### config.mk
export PLATFORM = sky130hd
export DESIGN_NAME = mf_win_cell
export DESIGN_NICKNAME = d
export VERILOG_FILES = /design/src/hw/rtl/mf_pkg.sv /design/src/hw/rtl/mf_win_cell.sv
export SDC_FILE = /design/constraint.sdc
export NUM_CORES = 1
export LEC_CHECK = 0
export ABC_AREA = 0
export BUFFER_PORTS_ARGS = -buffer_cell sky130_fd_sc_hd__buf_2
export CAP_MARGIN = 15
export CORE_MARGIN = 2
export CORE_UTILIZATION = 38
export DETAILED_ROUTE_END_ITERATION = 10
export PLACE_DENSITY = 0.87
export SYNTH_ARGS = -nofsm -noshare
export SYNTH_HDL_FRONTEND = slang
export SYNTH_SLANG_ARGS = --single-unit
export TNS_END_PERCENT = 1
### constraint.sdc
create_clock -name i_clk -period 0.8 [get_ports i_clk]
set_clock_uncertainty 0.2 [all_clocks]
set_input_delay 0.04 -clock i_clk [delete_from_list [all_inputs] [get_ports i_clk]]
set_output_delay 0.04 -clock i_clk [all_outputs]
set_load 0.005 [all_outputs]
### src/hw/rtl/mf_pkg.sv
// Shared constants, types and the gray helper function of the 3x3 median filter.
package mf_pkg;

    // Frame limits and derived counter widths.
    localparam int MAX_WIDTH  = 2048;
    localparam int MAX_HEIGHT = 4096;
    localparam int COL_W      = $clog2(MAX_WIDTH);
    localparam int ROW_W      = $clog2(MAX_HEIGHT);

    // Configuration register widths.
    localparam int IW_W       = 12;
    localparam int IH_W       = 13;
    localparam int CFG_DATA_W = 13;
    localparam int CFG_IDX_W  = 2;

    // Compare widths wide enough for counter + 1 and for the register value.
    localparam int CW_W = ((COL_W + 1) > IW_W) ? (COL_W + 1) : IW_W;
    localparam int RW_W = ((ROW_W + 1) > IH_W) ? (ROW_W + 1) : IH_W;

    // Register indexes of the configuration port.
    localparam logic [CFG_IDX_W-1:0] CFG_IDX_WIDTH  = CFG_IDX_W'(0);
    localparam logic [CFG_IDX_W-1:0] CFG_IDX_HEIGHT = CFG_IDX_W'(1);
    localparam logic [CFG_IDX_W-1:0] CFG_IDX_MODE   = CFG_IDX_W'(2);

    // Register reset values.
    localparam logic [IW_W-1:0] WIDTH_RST  = IW_W'(640);
    localparam logic [IH_W-1:0] HEIGHT_RST = IH_W'(480);
    localparam logic            MODE_RST   = 1'b0;

    // Window geometry: a position is interior once WIN_SPAN rows and columns
    // have been seen before it.
    localparam int WIN       = 3;
    localparam int WIN_SPAN  = WIN - 1;
    localparam int NUM_LANES = 3;

    // Pixel channel values.
    localparam int CHAN_W     = 8;
    localparam int GRAY_SUM_W = CHAN_W + 5;
    localparam logic [CHAN_W-1:0] WHITE = '1;

    typedef logic [CHAN_W-1:0] t_key;

    typedef struct packed {
        t_key r;
        t_key g;
        t_key b;
    } t_pix;

    // One window column: three pixels, oldest row first, and their gray values.
    typedef struct packed {
        t_pix [WIN-1:0] pix;
        t_key [WIN-1:0] gray;
    } t_col;

    typedef t_key [WIN-1:0]           t_key_col;
    typedef t_key_col [NUM_LANES-1:0] t_lane_keys;

    // One line store entry: the pixel two rows up and the pixel one row up.
    typedef struct packed {
        t_pix upper;
        t_pix lower;
    } t_ls_word;

    // Access commands for the line store.
    typedef struct packed {
        logic             rd_en;
        logic [COL_W-1:0] rd_addr;
        logic             wr_en;
        logic [COL_W-1:0] wr_addr;
    } t_ls_cmd;

    // One result item.
    typedef struct packed {
        t_key r;
        t_key g;
        t_key b;
        logic computed;
    } t_res;

    // Gray value (11r + 16g + 5b) / 32, truncated.
    function automatic t_key mf_gray(input t_pix p);
        logic [GRAY_SUM_W-1:0] s;
        s = GRAY_SUM_W'({p.r, 3'b000}) + GRAY_SUM_W'({p.r, 1'b0}) + GRAY_SUM_W'(p.r)
          + GRAY_SUM_W'({p.g, 4'b0000})
          + GRAY_SUM_W'({p.b, 2'b00}) + GRAY_SUM_W'(p.b);
        return s[GRAY_SUM_W-1:5];
    endfunction

endpackage

### src/hw/rtl/mf_win_cell.sv
// One column cell of the 3x3 window chain: holds a column and presents its sort keys.
module mf_win_cell (
    input  logic               i_clk,
    input  logic               i_en,
    input  logic               i_color_mode,
    input  mf_pkg::t_col       i_col,
    output mf_pkg::t_col       o_col,
    output mf_pkg::t_lane_keys o_keys
);

    mf_pkg::t_col r_col;

    // Take the neighbor's column on every window shift.
    always_ff @(posedge i_clk) begin
        if (i_en) begin
            r_col <= i_col;
        end
    end

    // In color mode each lane sorts its own channel, in gray mode all sort gray.
    always_comb begin
        for (int r = 0; r < mf_pkg::WIN; r++) begin
            o_keys[0][r] = i_color_mode ? r_col.pix[r].r : r_col.gray[r];
            o_keys[1][r] = i_color_mode ? r_col.pix[r].g : r_col.gray[r];
            o_keys[2][r] = i_color_mode ? r_col.pix[r].b : r_col.gray[r];
        end
    end

    assign o_col = r_col;

endmodule

==> metrics.md <==
| Metric | Value |
|---|---|
| Port bufs | `~270` |
| VDD IR-drop max | `0.000998 V` |
| Max-slew headroom | `a little over four fifths` |
| Leading area contributor after synthesis | `edfxtp_1` |
| Final hold violations | `16` |
| Largest net degree at the start of global routing | `42` |
| CTS Buffer Depth | `2` |
| Die ar. | `approximately 12000 um^2` |
| Hold slack | `-0.116 ns` |
| Largest driver fanout on the critical path | `4` |
| Pins Over Slew Limit | `0` |
| WL/cell | `18.6 um` |
| Antenna-violating nets left | `0` |
| DP HPWL | `roughly 8.0 mm` |
| Yosys warns | `0` |
| Post-Place Setup Slack | `-0.388 ns` |
| IO Count | `between 200 and 300` |
| Die H | `between 100 and 150 um` |
| Vias in the first global route | `approximately 3600` |
| Die width | `roughly 110 um` |
| Initial antenna violation count | `0` |
| Max-cap viol count | `0` |
| Most common cell in the netlist | `edfxtp_1` |
| Core footprint | `10400 um^2` |
| Worst-path clk slew | `0.09 ns` |
| Commonest register cell after synthesis | `edfxtp_1` |
| Total Wirelength | `13.4 mm` |
| Placed insts | `604` |
| Most frequent cells after synthesis | `edfxtp_1, mux2_4, buf_12` |
| Critical Path End Type | `output port` |
| Post-Syn Area | `approximately 4000 um^2` |
| Fmax | `roughly 670 MHz` |
| Final worst path period share | `186%` |
| Max H-tree Level | `3` |
| Comb pwr share | `between 20 and 25%` |
| Synthesized Nets | `between 200 and 300` |
| Failing checks | `hold timing, setup timing` |
| Vias | `between 3000 and 4000` |
| Worst-Margin Slew | `about 0.23 ns` |
| RSZ-0062 raised after global routing | `yes` |
| Vias per cell | `4.61` |
| Global-route usage over all layers | `~22%` |
| First-pass DRT Iterations | `4` |
| Core Rows | `37` |
| Sequential share of the synthesized area | `between 70 and 80%` |
| Fin cells | `slightly above 700` |
| Number of flip-flops in the largest register | `96` |
| Antenna Cells | `0` |
| CTS Buf Count | `9` |
| Fraction of layout cells with a size suffix above 1 | `around 67%` |
| Avg Synthesized Cell Area | `23.3 um^2` |
| Status | `finished, violations left` |
| TritonCTS sink count | `96` |
| Nature of the critical path startpoint | `flip-flop` |
| Placer Congestion | `slightly below 0.8` |
| Tmin final | `between 1 and 1.5 ns` |
| Final Util | `between 70 and 80%` |
| Switch share | `between 20% and 30%` |
| Filler cells | `~640` |
| Post-synth EDFFs | `96` |
| Min-delay worst type | `input port to flip-flop` |
| Worst path arrival time | `around 1.3 ns` |
| Asr flop ratio synth | `0%` |
| Initial Utilization | `39.4%` |
| GRT Residual Overflow | `0` |
| Post-route setup slack | `-0.689 ns` |
| Root buf cell | `clkbuf_8` |
| Final net count | `~680` |
| Clock power frac | `roughly a quarter` |
| CTS Hold Bufs | `96` |
| Power per cell area | `~1700 nW/um^2` |
| DRT iter0 DRCs | `roughly 230` |
| Seq pwr share | `between 50% and 60%` |
| WP data required | `approximately 0.56 ns` |
| Pint | `around 9.5 mW` |
| Final setup violating endpoints | `between 150 and 200` |
| CTS tree | `done` |
| Number of synthesized register bits | `96` |
| Netlist cell types | `5` |
| Synth area leaders | `edfxtp_1, mux2_4, buf_12, mux2_2, buf_6` |
| Drt drc | `0` |
| Synth-to-layout area growth | `80.0%` |
| Synth top area share | `a little over two thirds` |
| Total leakage power | `between 3 and 4 nW` |
| First-pass GRT wire length | `18.9 mm` |
| Worst Setup Path Type | `flip-flop to output port` |
| NetSw | `2.96 mW` |
| Mapped Cells | `roughly 180` |
## power groups by stage
| stage | Sequential, mW | Combinational (mW) | Clock, mW |
|---|---|---|---|
| global placement | 6.34 | 2.08 | 0 |
| global route | 6.33 | 3.28 | 3.34 |
| detailed placement | 6.37 | 2.13 | 0 |
| floorplan | 6.36 | 0.843 | 0 |
| finish | 6.29 | 3.10 | 3.06 |
| CTS | 6.27 | 2.89 | 3.14 |
## cells by family (layout without fill, tap and decap cells)
| family | after synthesis | count (layout) | share of synthesized area [%] |
|---|---|---|---|
| flops | 96 | 96 | 70.2 |
| mux | 72 | 72 | 26.1 |
| buf+inv | 8 | 413 | 3.69 |
## cells in the final DEF (no fill, tap or decap)
cell,synthesis,final
clkinv_2,0,3
buf_6,1,76
dlymetal6s4s_1,0,2
edfxtp_1,96,96
buf_2,0,192
mux2_4,70,70
mux2_2,2,2
bufinv_16,0,1
clkbuf_1,0,1
buf_4,0,29
dlygate4sd3_1,0,94
buf_12,7,4
clkinvlp_4,0,2
clkbuf_8,0,9
## path summary, 6_finish.rpt
path	startpoint	endpoint	slack, ns	depth (start not counted)
setup / recovery	o_col[16]	o_keys[64]	-0.69	2
hold / removal	i_col[87]	o_col[87]	-0.12	2
## stage by stage
| stage | TNS [ns] | hold slack (ns) | instance area, um^2 | power (mW) |
|---|---|---|---|---|
| final | -83.67 | -0.116 | 7390 | 12.5 |
| after floorplan | -9.75 | -0.0611 | 4110 | 7.21 |
| after detailed placement | -40.97 | 0.0181 | 5770 | 8.50 |
| after global placement | -39.07 | 0.0167 | 5770 | 8.42 |
| after global routing | -92.26 | -0.138 | 7390 | 12.9 |
| after CTS | -85.99 | -0.141 | 7280 | 12.3 |
## timing repair
| item | in CTS | in global routing |
|---|---|---|
| endpoints found under the hold margin | 129 | 19 |
| resized for setup | 57 | 21 |
| endpoints found under the setup margin | 168 | 170 |
| buffers inserted | 1 | 0 |
## metal layers
metal	routed length, um	GRT usage, %	vias to the layer above
met3	1020	5.79	24
met1	4550	21.6	1594
met5	0	0	-
met4	282	8.97	0
met2	7520	42.2	192
li1	-	-	1495
## worst max-delay path: stages (launching register included)
cell	delay, ns
edfxtp_1	0.47
mux2_4	0.32
buf_6	0.12
## cell type report
cell class                 count  area [um^2]  area share, %
timing repair buffer         397         3080           41.7
sequential                    96         2880           39.0
multi-input combinational     72         1070           14.5
tap                          136          170           2.30
clock buffer                  10          128           1.73
clock inverter                 6         60.1          0.812
Power figures use the tool's default switching activity.
