==> config.mk <==
export PLATFORM = sky130hd
export DESIGN_NAME = mf_median_lane
export DESIGN_NICKNAME = d
export VERILOG_FILES = /design/src/hw/rtl/mf_pkg.sv /design/src/hw/rtl/mf_median_lane.sv
export SDC_FILE = /design/constraint.sdc
export NUM_CORES = 1
export LEC_CHECK = 0
export BUFFER_PORTS_ARGS = -buffer_cell sky130_fd_sc_hd__buf_2
export CAP_MARGIN = 20
export CELL_PAD_IN_SITES_DETAIL_PLACEMENT = 2
export CELL_PAD_IN_SITES_GLOBAL_PLACEMENT = 2
export CORE_MARGIN = 4
export CORE_UTILIZATION = 35
export CTS_BUF_LIST = sky130_fd_sc_hd__clkbuf_8 sky130_fd_sc_hd__clkbuf_16
export CTS_CLUSTER_DIAMETER = 120
export DETAILED_ROUTE_END_ITERATION = 12
export GPL_TIMING_DRIVEN = 0
export HOLD_SLACK_MARGIN = 0.03
export PLACE_DENSITY_LB_ADDON = 0.25
export SETUP_SLACK_MARGIN = 0.2
export SYNTH_ARGS = -nofsm -noshare
export SYNTH_HDL_FRONTEND = slang
export SYNTH_SLANG_ARGS = --single-unit
==> constraint.sdc <==
create_clock -name i_clk -period 5.43 [get_ports i_clk]
set_input_delay 0.8145 -clock i_clk [delete_from_list [all_inputs] [get_ports i_clk]]
set_output_delay 0.8145 -clock i_clk [all_outputs]
set_load 0.01 [all_outputs]
==> src/hw/rtl/mf_pkg.sv <==
// Shared constants, types and the gray helper function of the 3x3 median filter.
package mf_pkg;

    // Frame limits and derived counter widths.
    localparam int MAX_WIDTH  = 2048;
    localparam int MAX_HEIGHT = 4096;
    localparam int COL_W      = $clog2(MAX_WIDTH);
    localparam int ROW_W      = $clog2(MAX_HEIGHT);

    // Configuration register widths.
    localparam int IW_W       = 12;
    localparam int IH_W       = 13;
    localparam int CFG_DATA_W = 13;
    localparam int CFG_IDX_W  = 2;

    // Compare widths wide enough for counter + 1 and for the register value.
    localparam int CW_W = ((COL_W + 1) > IW_W) ? (COL_W + 1) : IW_W;
    localparam int RW_W = ((ROW_W + 1) > IH_W) ? (ROW_W + 1) : IH_W;

    // Register indexes of the configuration port.
    localparam logic [CFG_IDX_W-1:0] CFG_IDX_WIDTH  = CFG_IDX_W'(0);
    localparam logic [CFG_IDX_W-1:0] CFG_IDX_HEIGHT = CFG_IDX_W'(1);
    localparam logic [CFG_IDX_W-1:0] CFG_IDX_MODE   = CFG_IDX_W'(2);

    // Register reset values.
    localparam logic [IW_W-1:0] WIDTH_RST  = IW_W'(640);
    localparam logic [IH_W-1:0] HEIGHT_RST = IH_W'(480);
    localparam logic            MODE_RST   = 1'b0;

    // Window geometry: a position is interior once WIN_SPAN rows and columns
    // have been seen before it.
    localparam int WIN       = 3;
    localparam int WIN_SPAN  = WIN - 1;
    localparam int NUM_LANES = 3;

    // Pixel channel values.
    localparam int CHAN_W     = 8;
    localparam int GRAY_SUM_W = CHAN_W + 5;
    localparam logic [CHAN_W-1:0] WHITE = '1;

    typedef logic [CHAN_W-1:0] t_key;

    typedef struct packed {
        t_key r;
        t_key g;
        t_key b;
    } t_pix;

    // One window column: three pixels, oldest row first, and their gray values.
    typedef struct packed {
        t_pix [WIN-1:0] pix;
        t_key [WIN-1:0] gray;
    } t_col;

    typedef t_key [WIN-1:0]           t_key_col;
    typedef t_key_col [NUM_LANES-1:0] t_lane_keys;

    // One line store entry: the pixel two rows up and the pixel one row up.
    typedef struct packed {
        t_pix upper;
        t_pix lower;
    } t_ls_word;

    // Access commands for the line store.
    typedef struct packed {
        logic             rd_en;
        logic [COL_W-1:0] rd_addr;
        logic             wr_en;
        logic [COL_W-1:0] wr_addr;
    } t_ls_cmd;

    // One result item.
    typedef struct packed {
        t_key r;
        t_key g;
        t_key b;
        logic computed;
    } t_res;

    // Gray value (11r + 16g + 5b) / 32, truncated.
    function automatic t_key mf_gray(input t_pix p);
        logic [GRAY_SUM_W-1:0] s;
        s = GRAY_SUM_W'({p.r, 3'b000}) + GRAY_SUM_W'({p.r, 1'b0}) + GRAY_SUM_W'(p.r)
          + GRAY_SUM_W'({p.g, 4'b0000})
          + GRAY_SUM_W'({p.b, 2'b00}) + GRAY_SUM_W'(p.b);
        return s[GRAY_SUM_W-1:5];
    endfunction

endpackage

==> src/hw/rtl/mf_median_lane.sv <==
// Three-stage median of nine keys: column sort, then row extremes, then median of three.
module mf_median_lane (
    input  logic                           i_clk,
    input  logic                           i_en,
    input  mf_pkg::t_key_col [mf_pkg::WIN-1:0] i_keys,
    output mf_pkg::t_key                   o_med
);

    mf_pkg::t_key r_lo  [mf_pkg::WIN];
    mf_pkg::t_key r_mid [mf_pkg::WIN];
    mf_pkg::t_key r_hi  [mf_pkg::WIN];
    mf_pkg::t_key r_max_lo;
    mf_pkg::t_key r_med_mid;
    mf_pkg::t_key r_min_hi;
    mf_pkg::t_key r_med;

    function automatic mf_pkg::t_key kmin(input mf_pkg::t_key a, input mf_pkg::t_key b);
        return (a < b) ? a : b;
    endfunction

    function automatic mf_pkg::t_key kmax(input mf_pkg::t_key a, input mf_pkg::t_key b);
        return (a < b) ? b : a;
    endfunction

    function automatic mf_pkg::t_key kmed3(input mf_pkg::t_key a, input mf_pkg::t_key b,
                                           input mf_pkg::t_key c);
        return kmax(kmin(a, b), kmin(kmax(a, b), c));
    endfunction

    // Stage 1: sort every column into low, middle and high.
    always_ff @(posedge i_clk) begin
        if (i_en) begin
            for (int c = 0; c < mf_pkg::WIN; c++) begin
                r_lo[c]  <= kmin(kmin(i_keys[c][0], i_keys[c][1]), i_keys[c][2]);
                r_mid[c] <= kmed3(i_keys[c][0], i_keys[c][1], i_keys[c][2]);
                r_hi[c]  <= kmax(kmax(i_keys[c][0], i_keys[c][1]), i_keys[c][2]);
            end
        end
    end

    // Stage 2: largest low, median of middles, smallest high.
    always_ff @(posedge i_clk) begin
        if (i_en) begin
            r_max_lo  <= kmax(kmax(r_lo[0], r_lo[1]), r_lo[2]);
            r_med_mid <= kmed3(r_mid[0], r_mid[1], r_mid[2]);
            r_min_hi  <= kmin(kmin(r_hi[0], r_hi[1]), r_hi[2]);
        end
    end

    // Stage 3: the median of those three is the median of all nine.
    always_ff @(posedge i_clk) begin
        if (i_en) begin
            r_med <= kmed3(r_max_lo, r_med_mid, r_min_hi);
        end
    end

    assign o_med = r_med;

endmodule

==> results of run 1 <==
[state kept, by name, summed over array words and instances (netlist names)]
register / cells
r_max_lo: 8
r_min_hi: 8
r_lo: 24
r_mid: 24
r_hi: 24
r_med_mid: 8
o_med: 8
[per-layer routing]
| metal | up-vias | share of wire (%) | track usage, % |
|---|---|---|---|
| met5 | - | 0 | 0 |
| met3 | 64 | 2.4 | 1.99 |
| li1 | 4251 | - | - |
| met2 | 194 | 53 | 41.1 |
| met4 | 0 | 2.8 | 4.98 |
| met1 | 4699 | 42 | 27.7 |
[worst max-delay path by stage]
stage,startpoint,to,depth (start not counted)
5_1_grt,r_mid[0][1],r_med_mid[1],24
4_1_cts,i_keys[58],r_mid[0][22],22
3_3_place_gp,i_keys[27],r_mid[0][9],23
2_1_floorplan,i_keys[11],r_mid[0][0],22
3_5_place_dp,i_keys[35],r_mid[0][13],25
6_report,r_mid[0][1],r_med_mid[1],24
[logic make-up after synthesis]
| kind of cell | share of synthesized area (%) |
|---|---|
| DFF | 31.9 |
| adders and majority gates | 19.7 |
| buffers and inverters | 6.42 |
| AOI/OAI and AO/OA | 18.2 |
| muxes | 12.9 |
| and+or+nand+nor | 10.9 |
[power breakdown]
group	switching, mW	total (mW)	internal [mW]
Combinational	3.18	5.95	2.77
Sequential	0.222	1.53	1.31
Clock	0.349	0.720	0.371
Total	3.75	8.20	4.45
[placed cells by master (no fill, tap or decap), types with 9 or more instances in the layout]
master     instances
nor2_1            71
o21a_1             9
buf_2             75
clkbuf_16          9
nand4_1           16
mux2i_1           44
mux2_2            25
o21ai_4           12
mux2_4            15
mux2i_4           11
mux2_1            16
inv_2             10
inv_1            121
a21o_1            23
buf_6             23
buf_4             97
a21oi_1           54
nand2_1           80
a21oi_2           16
o21ai_2           22
o21ai_1           43
ha_4              43
ha_1             109
edfxtp_1         104
o21ai_0           30
[metrics by stage]
stage               power (mW)  instance area [um^2]  utilization (%)  std cells  hold slack [ps]
floorplan                 4.24                 10100                -       1057              535
global placement          5.16                 11000             40.4       1510              575
detailed placement        5.37                 11000             40.5       1511              566
CTS                       6.68                 12200             44.7       1582              591
global route              8.75                 13500             49.5       1631              623
finish                    8.20                 13500             49.5       1631              584
[area by class of cell]
class                      count  area (um^2)
buffer                        26          226
clock buffer                   9          225
clock inverter                 7         93.8
fill                        2796        13800
inverter                     135          517
multi-input combinational    792         7470
sequential                   104         3120
tap                          372          465
timing repair buffer         186         1360
[critical path, delay by kind of cell, from the launching register on]
kind            cells  cell delay [ps]
mux                 2              520
buf+inv             3              550
compound gates     11             1860
fa+ha+maj           3              790
flops               1              530
simple gates        5             1130
[what timing repair did]
action	4_1_cts	5_1_grt
pin swaps	34	83
gates cloned	3	0
resized for setup	83	180
buffers inserted	52	49
endpoints found under the setup margin	40	40
==> summary.txt, run 1 <==
Run status
  – Status: finished, violations left
  – Failing checks: setup timing

Drt
  – Routed Antenna Nets: 0
  – DRC: 0
  – Via Count: 9208
  – DRT iter0 DRCs: 514
  – WL per Instance: 25.3 um
  – Via density: 5.65
  – Routed WL: 41300 um
  – DR pass1 iterations: 5

Synthesis
  – Yosys reg bits: 104
  – Cells after Synth: 1057
  – Ys flop type: edfxtp_1
  – Yosys cell types: 62
  – Number of synthesized flops with an enable pin: 104
  – Synth Area per Inst: 9.26 um^2
  – Most frequent cells after synthesis: 154 x ha_1, 135 x inv_1, 104 x edfxtp_1
  – Syn. warnings: 0
  – Syn_nets: 1285
  – Most common cell in the netlist: ha_1
  – Top cells by area, synth: edfxtp_1 32%, ha_1 20%, mux2i_1 6.4%
  – Share of the synthesized area in the top cell type: 31.9%
  – Cell taking the most area after synthesis: edfxtp_1
  – FFs w/ async S/R, synth: 0%
  – Synthesized area: 9780 um^2
  – Sequential share of the synthesized area: 31.9%

Critical path
  – Reg2reg path depth: 24
  – Max incr delay on CP: 530 ps
  – Crit path kind: reg -> reg
  – R2r endpoint: r_med_mid[1]
  – FF-to-FF setup slack: -130 ps
  – CP Cell Sequence: ha_4 > nor3b_2 > o21ai_2 > a21oi_4 > clkbuf_8 > mux2_4 > ha_4 > a21oi_2 > nor2_1 > a211oi_2 > o31a_1 > a31oi_4 > buf_12 > mux2i_4 > ha_1 > and3_4 > o211ai_1 > or4_1 > a21oi_2 > a221oi_2 > o21ai_4 > buf_4 > nand2_1 > o21ai_2
  – CP Data Arrival Time: 5780 ps
  – Endpoint type of the worst setup path: register
  – Critical Path Fanout Max: 8
  – FF-to-FF Start: r_mid[0][1]
  – Req. time, crit path: 5650 ps
  – Worst setup SP type: register
  – Crit path max-delay cell type: edfxtp_1

STA
  – Final worst slack: -130 ps
  – Final Setup Violations: 8
  – Crit path time final: 5560 ps
  – Pins Over Slew Limit: 0
  – Setup_tns: -851 ps
  – Rel. slew slack: 43.3%
  – Setup Skew: 16.0 ps
  – Hold Vio Cnt, Final: 0
  – Period utilization: 102%
  – Fmax: 180 MHz
  – Unrepaired setup endpoints after global routing: true
  – Worst Tran Pin Value: 841 ps

Global routing
  – Pin count of the biggest net entering global routing: 54
  – Vias in the first global route: 9833
  – Initial antenna violation count: 0
  – Global route overflow: 0
  – Gr usage total: 22.1%
  – First-pass GRT wire length: 54000 um

Job
  – Max_cap viols: 0

CTS
  – Htree depth: 3
  – CTS Buffer Depth: 2
  – Clk_lat worst skew: 370 ps
  – Cts-stage hold buffer count: 0
  – TritonCTS buffer count: 9
  – Worst-path clk slew: 80 ps
  – Root Driver: clkbuf_16
  – CTS tree: done
  – Clock sink total: 104

Placed design
  – Pre-CTS WS: -1330 ps
  – Port Buffers: 81
  – DP HPWL: 26300 um
  – RD Place Congestion: 0.858

Floorplan
  – Initial core utilization: 35.9%
  – Placeable Area: 27300 um^2
  – Die area: 30700 um^2
  – Die height: 175 um
  – Io pins: 82
  – Core Rows: 60
  – Die width: 175 um

Worst hold path
  – Hold path start: r_lo[0][18]
  – Min-Delay Path Depth: 1
  – HP Class: reg -> reg
  – Hold Path End: r_max_lo[2]

Layout
  – Fin nets: 1482
  – Area grow syn2layout: 37.8%
  – Ant diodes: 0
  – Share of cells above drive strength 1: 36.4%

Power and ir drop
  – Pwr dens: 608 nW/um^2
  – Leak: 5.93 nW
  – Worst IR Drop VDD: 0.366 mV
(Power assumes the default switching activity.)
==> inputs of run 2 (changes only) <==
--- a/config.mk
+++ b/config.mk
@@ -5,7 +5,7 @@
 export SDC_FILE = /design/constraint.sdc
 export NUM_CORES = 1
 export LEC_CHECK = 0
-export BUFFER_PORTS_ARGS = -buffer_cell sky130_fd_sc_hd__buf_2
+export BUFFER_PORTS_ARGS = -buffer_cell sky130_fd_sc_hd__buf_4
 export CAP_MARGIN = 20
 export CELL_PAD_IN_SITES_DETAIL_PLACEMENT = 2
 export CELL_PAD_IN_SITES_GLOBAL_PLACEMENT = 2
==> run 2 against run 1 <==
Net effect: count of clock-buffer cells in the layout did not move; register-to-register slack gained 80 ps; global-route usage grew 1.3 points; critical path depth shrank 1; combinational power grew 3%; non-clock buffer count grew 15; clock power down 5.3%; hold slack better by 49 ps; highest routed layer unchanged; core utilization is 1.4 points higher; the run still ends with setup timing left; final area grew 2.8%; routed wire length is 10% higher; first-iteration DRC count is 28% higher.
==> summary.txt, run 2 (synthesis results as in run 1) <==
Run status
  – Status: finished, violations left
  – Failing checks: setup timing

Critical path
  – CP Cell Sequence: buf_4 > inv_2 > ha_1 > nand4_1 > a31oi_4 > nor2_4 > buf_6 > mux2_4 > ha_4 > a211oi_4 > o21bai_4 > nor4b_4 > o21ai_2 > o21ai_4 > mux2i_2 > ha_1 > a21o_1 > a21o_1 > a221oi_4 > nor2b_4 > a32oi_4 > mux2i_1 > o221a_1
  – CP Data Arrival Time: 5730 ps (-50 ps)
  – FF-to-FF setup slack: -50 ps (+80 ps)
  – CP Depth: 23 (-4.2%)
  – Reg2reg path depth: 21 (-13%)
  – CP delay by family, top: compound AO/OA/AOI/OAI gates
  – Setup crit end: r_mid[0][0]
  – Critical Path Source: i_keys[12]
  – FF-to-FF Start: r_mid[0][3]
  – CP Buf/Inv Count: 3 (unchanged)
  – Crit path kind: in -> reg
  – Worst setup SP type: input pin
  – Crit path max-delay cell type: nor4b_4
  – Req. time, crit path: 5540 ps (-110 ps)
  – R2r endpoint: r_med_mid[1]
  – Endpoint type of the worst setup path: register
  – Critical Path Fanout Max: 7 (-1)
  – Max incr delay on CP: 380 ps (-150 ps)

STA
  – Crit path time final: 5620 ps (+61.8 ps)
  – Pins Over Slew Limit: 0 (unchanged)
  – Final worst slack: -191 ps (-61.8 ps)
  – Fmax: 178 MHz (-1.1%)
  – Period utilization: 104% (+1.1 points)
  – Unrepaired setup endpoints after global routing: true
  – Final Setup Violations: 16 (+8)
  – Worst Tran Pin Value: 816 ps (-25.4 ps)
  – Setup Skew: 12.5 ps (-3.55 ps)
  – Hold Vio Cnt, Final: 0 (unchanged)
  – Rel. slew slack: 45.0% (+1.7 points)

CTS
  – Worst-path clk slew: 90 ps (about the same)
  – CTS tree: done
  – Clk_lat worst skew: 360 ps (about the same)
  – Root Driver: clkbuf_16
  – Htree depth: 3 (unchanged)
  – TritonCTS buffer count: 9 (unchanged)
  – Clock sink total: 104 (unchanged)
  – CTS Buffer Depth: 2 (unchanged)

Drt
  – Via Count: 9435 (+2.5%)
  – DRC: 0 (unchanged)
  – Routed WL: 45600 um (+10%)
  – DRT iter0 DRCs: 656 (+28%)
  – Via density: 5.73 (+1.5%)
  – DR pass1 iterations: 7 (+2)
  – WL per Instance: 27.7 um (+9.5%)
  – Routed Antenna Nets: 0 (unchanged)

Placed design
  – RD Place Congestion: 0.830 (-3.2%)
  – Port Buffers: 81 (unchanged)
  – Dpl cells: 1511 (unchanged)
  – Pre-CTS WS: -1370 ps (-41.1 ps)
  – DP HPWL: 26800 um (+1.8%)

Power and ir drop
  – Leak: 6.10 nW (+2.8%)
  – Pwr dens: 603 nW/um^2 (-0.91%)
  – Worst IR Drop VDD: 0.254 mV (-31%)

Floorplan
  – Placeable Area: 27300 um^2 (unchanged)
  – Die width: 175 um (unchanged)
  – Io pins: 82 (unchanged)
  – Die area: 30700 um^2 (unchanged)
  – Initial core utilization: 35.9% (unchanged)
  – Die height: 175 um (unchanged)
  – Core Rows: 60 (unchanged)

Layout
  – Top flop regs: r_hi (24), r_lo (24), r_mid (24)
  – Fin cells: 1646 (+0.92%)
  – FF/Latch Area: 3120 um^2 (unchanged)
  – Most common cell after layout, fill and taps aside: buf_4
  – Fillers: 2745 (-1.8%)
  – Fin nets: 1497 (+1.0%)
  – Multi-input gate area: 7520 um^2 (+0.64%)
  – Most frequent cells in the layout: 173 x buf_4, 123 x inv_1, 109 x ha_1
  – Ant diodes: 0 (unchanged)
  – Share of cells above drive strength 1: 37.8% (+1.5 points)
  – Area grow syn2layout: 41.7%

Global routing
  – Pin count of the biggest net entering global routing: 55 (+1.9%)
  – Gr usage total: 23.4% (+1.3 points)
  – Initial antenna violation count: 0 (unchanged)
  – Global route overflow: 0 (unchanged)
  – Vias in the first global route: 9936 (+1.0%)
  – First-pass GRT wire length: 56800 um (+5.0%)

Job
  – Max_cap viols: 0 (unchanged)

Worst hold path
  – HP Class: reg -> reg
[run 2: how the worst min path moves through the flow]
stage | to | cells past startpoint | slack (ps) | start
floorplan | r_max_lo[0] | 1 | 530 | r_lo[0][16]
global placement | r_max_lo[5] | 1 | 570 | r_lo[0][21]
detailed placement | r_max_lo[5] | 1 | 580 | r_lo[0][21]
CTS | r_max_lo[5] | 1 | 610 | r_lo[0][21]
global route | r_max_lo[3] | 1 | 650 | r_lo[0][19]
finish | r_max_lo[6] | 1 | 630 | r_lo[0][22]
[run 2: final cells by class]
type	count	area share, %
repair buffers	201	12.3
clock inverters	7	0.523
plain buffers	26	1.68
flip-flops and latches	104	22.5
multi-input cells	792	54.2
inverters	135	3.75
clock buffers	9	1.62
well taps	372	3.36
[run 2: worst register-to-register path: cells and delay by family (launching register included)]
family	cells	cell delay, ps
adders and majority gates	3	850
muxes	2	640
AOI/OAI and AO/OA	8	1550
buffers and inverters	3	550
and+or+nand+nor	5	1120
DFF	1	510
[run 2: metal layers]
metal | GRT usage (%) | vias up | part of all wire [%]
met3 | 2.62 | 78 | 2.2
met2 | 43.5 | 208 | 54
li1 | - | 4289 | -
met1 | 28.9 | 4860 | 41
met5 | 0 | - | 0
met4 | 6.02 | 0 | 3.3
[run 2: repair_timing]
item / in CTS / in global routing
resized for setup: 101 / 173
endpoints found under the setup margin: 40 / 40
setup buffers: 56 / 56
pin swaps: 41 / 77
hold buffers: 0 / 0
cloned: 3 / 4
[run 2: where the power goes]
part	switching (mW)	leakage, nW	internal, mW
Combinational	3.33	4.93	2.80
Sequential	0.237	1.02	1.31
Clock	0.356	0.143	0.326
Total	3.93	6.10	4.43
[run 2: stage by stage]
stage	util, %	hold slack [ps]	power, mW	cell area (um^2)	setup TNS (ps)
after detailed placement	41.2	585	5.43	11200	-27370
after CTS	45.7	606	6.81	12500	0
after global placement	41.1	573	5.20	11200	-23640
final	50.9	634	8.36	13900	-1300
after global routing	50.9	647	8.80	13900	-4190
after floorplan	-	535	4.24	10100	0
==> inputs of run 3 (changes only) <==
--- a/config.mk
+++ b/config.mk
@@ -9,6 +9,7 @@
 export CAP_MARGIN = 20
 export CELL_PAD_IN_SITES_DETAIL_PLACEMENT = 2
 export CELL_PAD_IN_SITES_GLOBAL_PLACEMENT = 2
+export CORE_ASPECT_RATIO = 0.7
 export CORE_MARGIN = 4
 export CORE_UTILIZATION = 35
 export CTS_BUF_LIST = sky130_fd_sc_hd__clkbuf_8 sky130_fd_sc_hd__clkbuf_16
==> run 3 against run 2 <==
Net effect: the flow still finishes with violations (setup timing); fmax fell by 2.3%; sequential share of layout area shrank 0.65 points; highest routed layer unchanged; largest power group unchanged; sequential power barely moved; first-iteration DRC count is 19% higher; routed wire length is 17% higher; largest cell class unchanged; via count up 8.6%; register-to-register slack got worse by 260 ps.
==> summary.txt, run 3 (synthesis results as in run 1) <==
STA
  – Period utilization: 106% (+2.4 points)
  – Crit path time final: 5750 ps (+132 ps)
  – Worst Tran Pin Value: 815 ps (-0.974 ps)
  – Unrepaired setup endpoints after global routing: true
  – Setup Skew: 10.1 ps (-2.34 ps)
  – Final Setup Violations: 29 (+13)
  – Rel. slew slack: 45.1% (+0.066 points)
  – Fmax: 174 MHz (-2.3%)
  – Pins Over Slew Limit: 0 (unchanged)
  – Hold Vio Cnt, Final: 0 (unchanged)
  – Final worst slack: -323 ps (-132 ps)

Job
  – Max_cap viols: 0 (unchanged)

Run status
  – Failing checks: setup timing
  – Status: finished, violations left

CTS
  – Worst-path clk slew: 90 ps (about the same)
  – CTS tree: done
  – Root Driver: clkbuf_16
  – Cts-stage hold buffer count: 0 (unchanged)
  – Clock sink total: 104 (unchanged)
  – TritonCTS buffer count: 9 (unchanged)
  – CTS Buffer Depth: 2 (unchanged)
  – Clk_lat worst skew: 390 ps (+30 ps)
  – Htree depth: 3 (unchanged)

Placed design
  – Placed inst area: 11200 um^2 (about the same)
  – Port Buffers: 81 (unchanged)
  – RD Place Congestion: 0.823 (-0.93%)
  – DP HPWL: 27600 um (+3.0%)

Critical path
  – Reg2reg path depth: 23 (+9.5%)
  – Worst setup SP type: input pin
  – Crit path kind: in -> reg
  – Critical Path Source: i_keys[14]
  – FF-to-FF Start: r_mid[0][10]
  – CP Data Arrival Time: 5890 ps (+160 ps)
  – R2r endpoint: r_med_mid[0]
  – FF-to-FF setup slack: -310 ps (-260 ps)
  – Setup crit end: r_mid[0][0]
  – Req. time, crit path: 5560 ps (+20 ps)
  – Endpoint type of the worst setup path: register
  – Critical Path Fanout Max: 7 (unchanged)

Layout
  – Area grow syn2layout: 45.9%
  – Final Cell Area: 14300 um^2 (+3.0%)
  – Most common cell after layout, fill and taps aside: buf_4
  – Fin nets: 1513 (+1.1%)
  – Share of cells above drive strength 1: 41.1% (+3.3 points)
  – Most frequent cells in the layout: 180 x buf_4, 120 x inv_1, 110 x ha_1
  – Top flop regs: r_hi (24), r_lo (24), r_mid (24)
  – Ant diodes: 0 (unchanged)

Global routing
  – Initial antenna violation count: 0 (unchanged)
  – Pin count of the biggest net entering global routing: 58 (+5.5%)
  – Vias in the first global route: 10100 (+1.5%)
  – Global route overflow: 0 (unchanged)
  – Gr usage total: 25.2% (+1.8 points)
  – First-pass GRT wire length: 60600 um (+6.7%)

Worst hold path
  – HP Class: reg -> reg

Drt
  – Routed Antenna Nets: 0 (unchanged)
  – Via Count: 10200 (+8.6%)
  – WL per Instance: 32.4 um (+17%)
  – DRC: 0 (unchanged)
  – Via density: 6.19 (+8.0%)
  – DR pass1 iterations: 5 (-2)
  – Routed WL: 53500 um (+17%)
  – DRT iter0 DRCs: 782 (+19%)

Power and ir drop
  – Logic pwr share: 73.9% (+0.5 points)
  – Pint: 4.56 mW (+2.9%)
  – NetSw: 4.29 mW (+9.4%)
  – Pwr dens: 620 nW/um^2 (+2.9%)
  – Switching share of total power: 48.5% (+1.5 points)
  – Worst IR Drop VDD: 0.304 mV (+20%)
  – Final Power: 8.85 mW (+5.9%)
  – Power share of the clock group: 8.5% (+0.3 points)
  – Flop pwr share: 17.7% (-0.8 points)
  – Leak: 6.24 nW (+2.3%)

Floorplan
  – Core Rows: 50 (-17%)
  – Die area: 30700 um^2 (+0.14%)
  – Placeable Area: 27200 um^2 (-0.37%)
  – Initial core utilization: 36.0% (+0.13 points)
  – Die height: 148 um (-16%)
  – Io pins: 82 (unchanged)
  – Die width: 208 um (+19%)
[run 3: changes by cell type in the layout (fill, tap and decap cells not counted), sizes merged]
cell,change
bufinv,+1
clkinv,-3
buf,+18
inv,+2
clkbuf,-2
[run 3: layer usage]
metal  wire length [um]  GRT usage (%)
met1              21800           35.4
met2              27100           41.8
met4               1620           5.02
met3               3040           3.80
met5                  0              0
[run 3: worst min-delay path by stage]
stage	from	to	slack [ps]	cells past startpoint
2_1_floorplan	r_lo[0][16]	r_max_lo[0]	530	1
3_3_place_gp	r_lo[0][23]	r_max_lo[7]	590	1
3_5_place_dp	r_hi[0][17]	r_min_hi[1]	610	2
4_1_cts	r_hi[0][17]	r_min_hi[1]	630	2
5_1_grt	r_lo[0][23]	r_max_lo[7]	660	1
6_report	r_lo[0][23]	r_max_lo[7]	650	1
[run 3: metrics by stage]
step | TNS, ps | utilization [%] | setup WS [ps] | std cells | hold WS [ps]
finish | -4550 | 52.6 | -323 | 1654 | 649
global route | -7330 | 52.6 | -371 | 1654 | 664
CTS | 0 | 46.9 | 201 | 1591 | 626
detailed placement | -29480 | 41.4 | -1340 | 1503 | 607
global placement | -26040 | 41.2 | -1270 | 1502 | 594
floorplan | 0 | - | 136 | 1057 | 535
[run 3: area by class of cell]
class | count | area (um^2)
timing repair buffer | 217 | 1850
sequential | 104 | 3120
fill | 2777 | 12900
inverter | 135 | 537
buffer | 26 | 226
clock inverter | 7 | 78.8
tap | 364 | 455
clock buffer | 9 | 225
multi-input combinational | 792 | 7780
[run 3: power by group through the flow]
stage	Sequential (mW)	Clock, mW	Combinational [mW]
floorplan	1.41	0	2.82
global placement	1.50	0	3.74
detailed placement	1.51	0	3.95
CTS	1.50	0.722	4.80
global route	1.57	0.777	6.85
finish	1.57	0.749	6.54
[run 3: critical path, cell delays in order]
cell and delay [ps]:
buf_6 80, inv_4 30, ha_4 260, nand4_1 220, a31oi_4 270, nor2_4 100, buf_6 160, mux2_4 330
ha_4 190, a211oi_4 240, o21bai_4 100, nor4b_4 340, o21ai_2 140, o21ai_4 170, mux2i_2 370, ha_1 250
buf_4 130, buf_4 100, nand4_1 110, nor2_2 290, a221oi_4 120, nor2b_4 160, a32oi_4 430, mux2i_1 170
o221a_1 300
[run 3: timing repair]
item | in CTS | in global routing
hold endpoints to repair | 0 | 0
endpoints found under the setup margin | 40 | 44
cloned | 4 | 2
buffers inserted | 68 | 61
pin swaps | 36 | 103
gates resized for setup | 127 | 220
